[src/sv/gna_pkg.sv]
// shared types and constants for the neighbor aggregation unit
`default_nettype none
package gna_pkg;
	localparam int MaxChannels = 64;
	localparam int ChW = $clog2(MaxChannels);

	localparam logic [0:0] RegActiveChannels = 1'b0;
	localparam logic [0:0] RegReluEnable = 1'b1;

	typedef enum logic [2:0] {
		ST_IDLE,
		ST_DIV,
		ST_SQRT,
		ST_MUL,
		ST_ACC,
		ST_OUT
	} state_t;

	typedef struct packed {
		logic load;
		logic start_div;
		logic div_step;
		logic sqrt_step;
		logic mul;
		logic acc;
	} cmd_t;

	typedef struct packed {
		logic active;
		logic last;
		logic div_done;
		logic sqrt_done;
	} status_t;
endpackage
`default_nettype wire

[src/sv/gna_ctrl.sv]
// controller state machine for the neighbor aggregation unit
`default_nettype none
module gna_ctrl import gna_pkg::*; (
	input  wire logic    clk,
	input  wire logic    arst_n,
	input  wire logic    in_valid,
	output logic         in_ready,
	output logic         out_valid,
	input  wire logic    out_ready,
	input  wire status_t sts,
	output cmd_t         cmd
);
	state_t state_q, state_d;

	always_ff @(posedge clk or negedge arst_n) begin
		if (!arst_n) state_q <= ST_IDLE;
		else state_q <= state_d;
	end

	always_comb begin
		state_d = state_q;
		unique case (state_q)
			ST_IDLE: if (in_valid) state_d = ST_DIV;
			ST_DIV: begin
				if (!sts.active) state_d = ST_IDLE;
				else if (sts.div_done) state_d = ST_SQRT;
			end
			ST_SQRT: if (sts.sqrt_done) state_d = ST_MUL;
			ST_MUL: state_d = ST_ACC;
			ST_ACC: state_d = sts.last ? ST_OUT : ST_IDLE;
			ST_OUT: if (out_ready) state_d = ST_IDLE;
			default: state_d = ST_IDLE;
		endcase
	end

	always_comb begin
		cmd = '0;
		in_ready = 1'b0;
		out_valid = 1'b0;
		unique case (state_q)
			ST_IDLE: begin
				in_ready = 1'b1;
				cmd.load = in_valid;
			end
			ST_DIV: cmd.div_step = sts.active;
			ST_SQRT: cmd.sqrt_step = 1'b1;
			ST_MUL: cmd.mul = 1'b1;
			ST_ACC: cmd.acc = 1'b1;
			ST_OUT: out_valid = 1'b1;
			default: ;
		endcase
	end

`ifndef SYNTHESIS
	a_out_hold: assert property (@(posedge clk) disable iff (!arst_n)
		out_valid && !out_ready |=> out_valid) else $error("output dropped");
	a_excl: assert property (@(posedge clk) disable iff (!arst_n)
		!(in_ready && out_valid)) else $error("in and out overlap");
	a_acc_next: assert property (@(posedge clk) disable iff (!arst_n)
		cmd.mul |=> cmd.acc) else $error("acc missing");
`endif
endmodule
`default_nettype wire

[config.mk]
export PLATFORM = sky130hd
export DESIGN_NAME = gna_ctrl
export DESIGN_NICKNAME = d
export VERILOG_FILES = /design/src/sv/gna_pkg.sv /design/src/sv/gna_ctrl.sv
export SDC_FILE = /design/constraint.sdc
export NUM_CORES = 1
export LEC_CHECK = 0
export ABC_AREA = 1
export ABC_CLOCK_PERIOD_IN_PS = 1670
export BUFFER_PORTS_ARGS = -buffer_cell sky130_fd_sc_hd__buf_2
export CAP_MARGIN = 20
export CORE_AREA = 2 2 39 41
export CTS_BUF_LIST = sky130_fd_sc_hd__clkbuf_4
export CTS_CLUSTER_DIAMETER = 80
export DETAILED_ROUTE_END_ITERATION = 10
export DIE_AREA = 0 0 41 43
export SYNTH_ARGS = -nofsm -noshare
export SYNTH_HDL_FRONTEND = slang
export SYNTH_SLANG_ARGS = --single-unit
[constraint.sdc]
create_clock -name clk -period 1.67 [get_ports clk]
set_input_delay 0.2505 -clock clk [delete_from_list [all_inputs] [get_ports clk]]
set_output_delay 0.2505 -clock clk [all_outputs]
set_load 0.01 [all_outputs]
==> flow_summary.ini <==
[layout]
antenna_cells = 0
drive_gt1_share_pct = 32.3
largest_reg_flops = 3
instances_no_fill = 81
largest_register = state_q
layout.nets = 74
nFillCells = 172
synthToLayoutAreaGrowth_pct = 38.9
largestRegisters = state_q x3

[drt]
drt_iter0_markers = 9
vias = 337
drt-wirelength-per-cell_um = 8.73
drc = 0
via_per_inst = 4.16
wl_um = 707
drt.antenna.violating_nets = 0
first_pass_iters = 4

[critical_path]
crit_path_start_kind = register
crit_chain = nor2_1 -> inv_1 -> nor3_1 -> buf_2
cp_slowest_stage_delay_ps = 440
endpoint_kind = primary output
cp.arrival_ps = 1280
cp_top_family = flip-flops
critPathRequiredTime_ps = 1420
crit_fanout = 6
critPathBufInv = 2
crit_type = reg -> out
slowest_stage = dfrtp_1

[place]
hpwl_um = 563
pre_cts_ws_ps = 400
gp_congestion = 0.904
io_buffers = 14
placedCellCount = 76

[sta]
layout_min_cycle_time_ps = 1530
fin_skew_ps = 1.45
rsz0062_at_grt = no
setup_slack_ps = 137
setup_viol = 0
fin_crit_sh_pct = 91.8
slew_viol_final = 0
setup_tns_ps = 0
hold_viol_final = 0
clock.fmax_mhz = 652

[run_status]
outcome = finished clean

[grt]
grtUsageMet3_pct = 1.57
grt-busiest-layer = met2
grt_pass1_wl_mm = 1.16
grt_pass1_vias = 293
antenna_found_initial = 0
grt_use_met1_pct = 12.3
met2_usage_pct = 13.4
grt.total_usage_pct = 10.3
grt_max_degree = 9
grt_overflow = 0

[clock_tree]
clockBufferDepth = 2
postCtsSetupRepairBufs = 0
clk_latency_ps = 240
cts_htree_levels = 1
clockRootBuffer = clkbuf_4
cts_tree = built
clk_pin_slew_ps = 40
cts_num_sinks = 3
cts_buffers = 3

[power_and_ir_drop]
vdd_drop_max_mv = 0.495
p_leak_uw = 0.000263
power_density_nw_per_um2 = 1720

[synthesis]
syn_area_per_cell_um2 = 5.97
seq_area_frac_synth_pct = 26.2
synth_area_um2 = 287
synth-seq-cells = 3
ys_types = 14
synth_nets = 56
yosysWarnings = 0
syn_inst = 48

[die]
chipWidth_um = 41
ioPinCount = 16
start_util_pct = 20.7
core-area_um2 = 1380
die_y_um = 43
rows = 14
die-area_um2 = 1760

[flow_run]
drv_cap = 0

[min_path]
hp-class = in -> reg
-- placed cells by master, fill, tap and decap left out, drive strengths merged --
master       instances
inv                 11
nand2               11
nor2                 8
dfrtp                3
nand3                5
conb                 1
nand4                1
buf                 14
nor3                 3
o21bai               1
dlygate4sd3          1
clkbuf               4
nand3b               2
-- worst min-delay path: cells and delay by family --
family                 cells  cell delay, ps
AND/OR/NAND/NOR            2             140
buffers and inverters      2             100
-- worst paths after layout --
path                            start         end  slack, ps  cells after the start
hold / removal              out_ready  state_q[2]        320                      4
min in group asynchronous      arst_n  state_q[0]        340                      2
max in group asynchronous      arst_n  state_q[1]       1230                      2
setup reg to reg           state_q[2]  state_q[0]        460                      6
setup / recovery           state_q[2]      cmd[5]        140                      4
hold reg to reg            state_q[2]  state_q[2]        710                      2
-- layer usage --
metal / routed length [um] / part of all wire (%)
met3: 55 / 7.8
met1: 278 / 39
met2: 373 / 53
met4: 0 / 0
met5: 0 / 0
-- stage by stage --
stage / instance area (um2) / util (%) / power, uW / hold WS, ps
6_report: 398 / 28.8 / 684 / 318
4_1_cts: 398 / 28.8 / 689 / 318
3_5_place_dp: 358 / 25.9 / 532 / 46.2
3_3_place_gp: 358 / 25.9 / 527 / 49.8
2_1_floorplan: 287 / - / 431 / -45.1
5_1_grt: 398 / 28.8 / 755 / 343
-- repair_timing --
item,4_1_cts,5_1_grt
endpoints found under the hold margin,3,0
hold buffers,1,0
resized for setup,0,0
-- cells by family after synthesis --
logic type,synth area share [%]
simple gates,48.9
buf+inv,21.0
flops,26.2
compound gates,2.62
other cells,1.31
-- cell usage after synthesis --
library cell,count,share of area [%]
inv_1,11,14
nand2_1,9,12
nor2_1,7,9.2
nand3_1,5,8.7
dfrtp_1,3,26
nor3_1,3,5.2
nand2_2,2,4.4
nand3b_1,2,5.2
buf_4,1,2.6
buf_6,1,3.9
conb_1,1,1.3
nand4_1,1,2.2
nor2_2,1,2.2
o21bai_1,1,2.6
-- power by group --
group | switching (uW) | total, uW | internal (uW)
sequential | 56.4 | 164 | 108
clock | 40.9 | 147 | 106
combinational | 228 | 373 | 145
total | 325 | 684 | 359
-- final cells by class --
class | instances | area (um2) | share of cell area [%]
Multi-Input combinational cell | 32 | 151 | 38.1
Timing Repair Buffer | 15 | 80.1 | 20.1
Sequential cell | 3 | 75.1 | 18.9
Inverter | 11 | 41.3 | 10.4
Tap cell | 16 | 20.0 | 5.03
Clock buffer | 4 | 30.0 | 7.55
(Power assumes the default switching activity.)
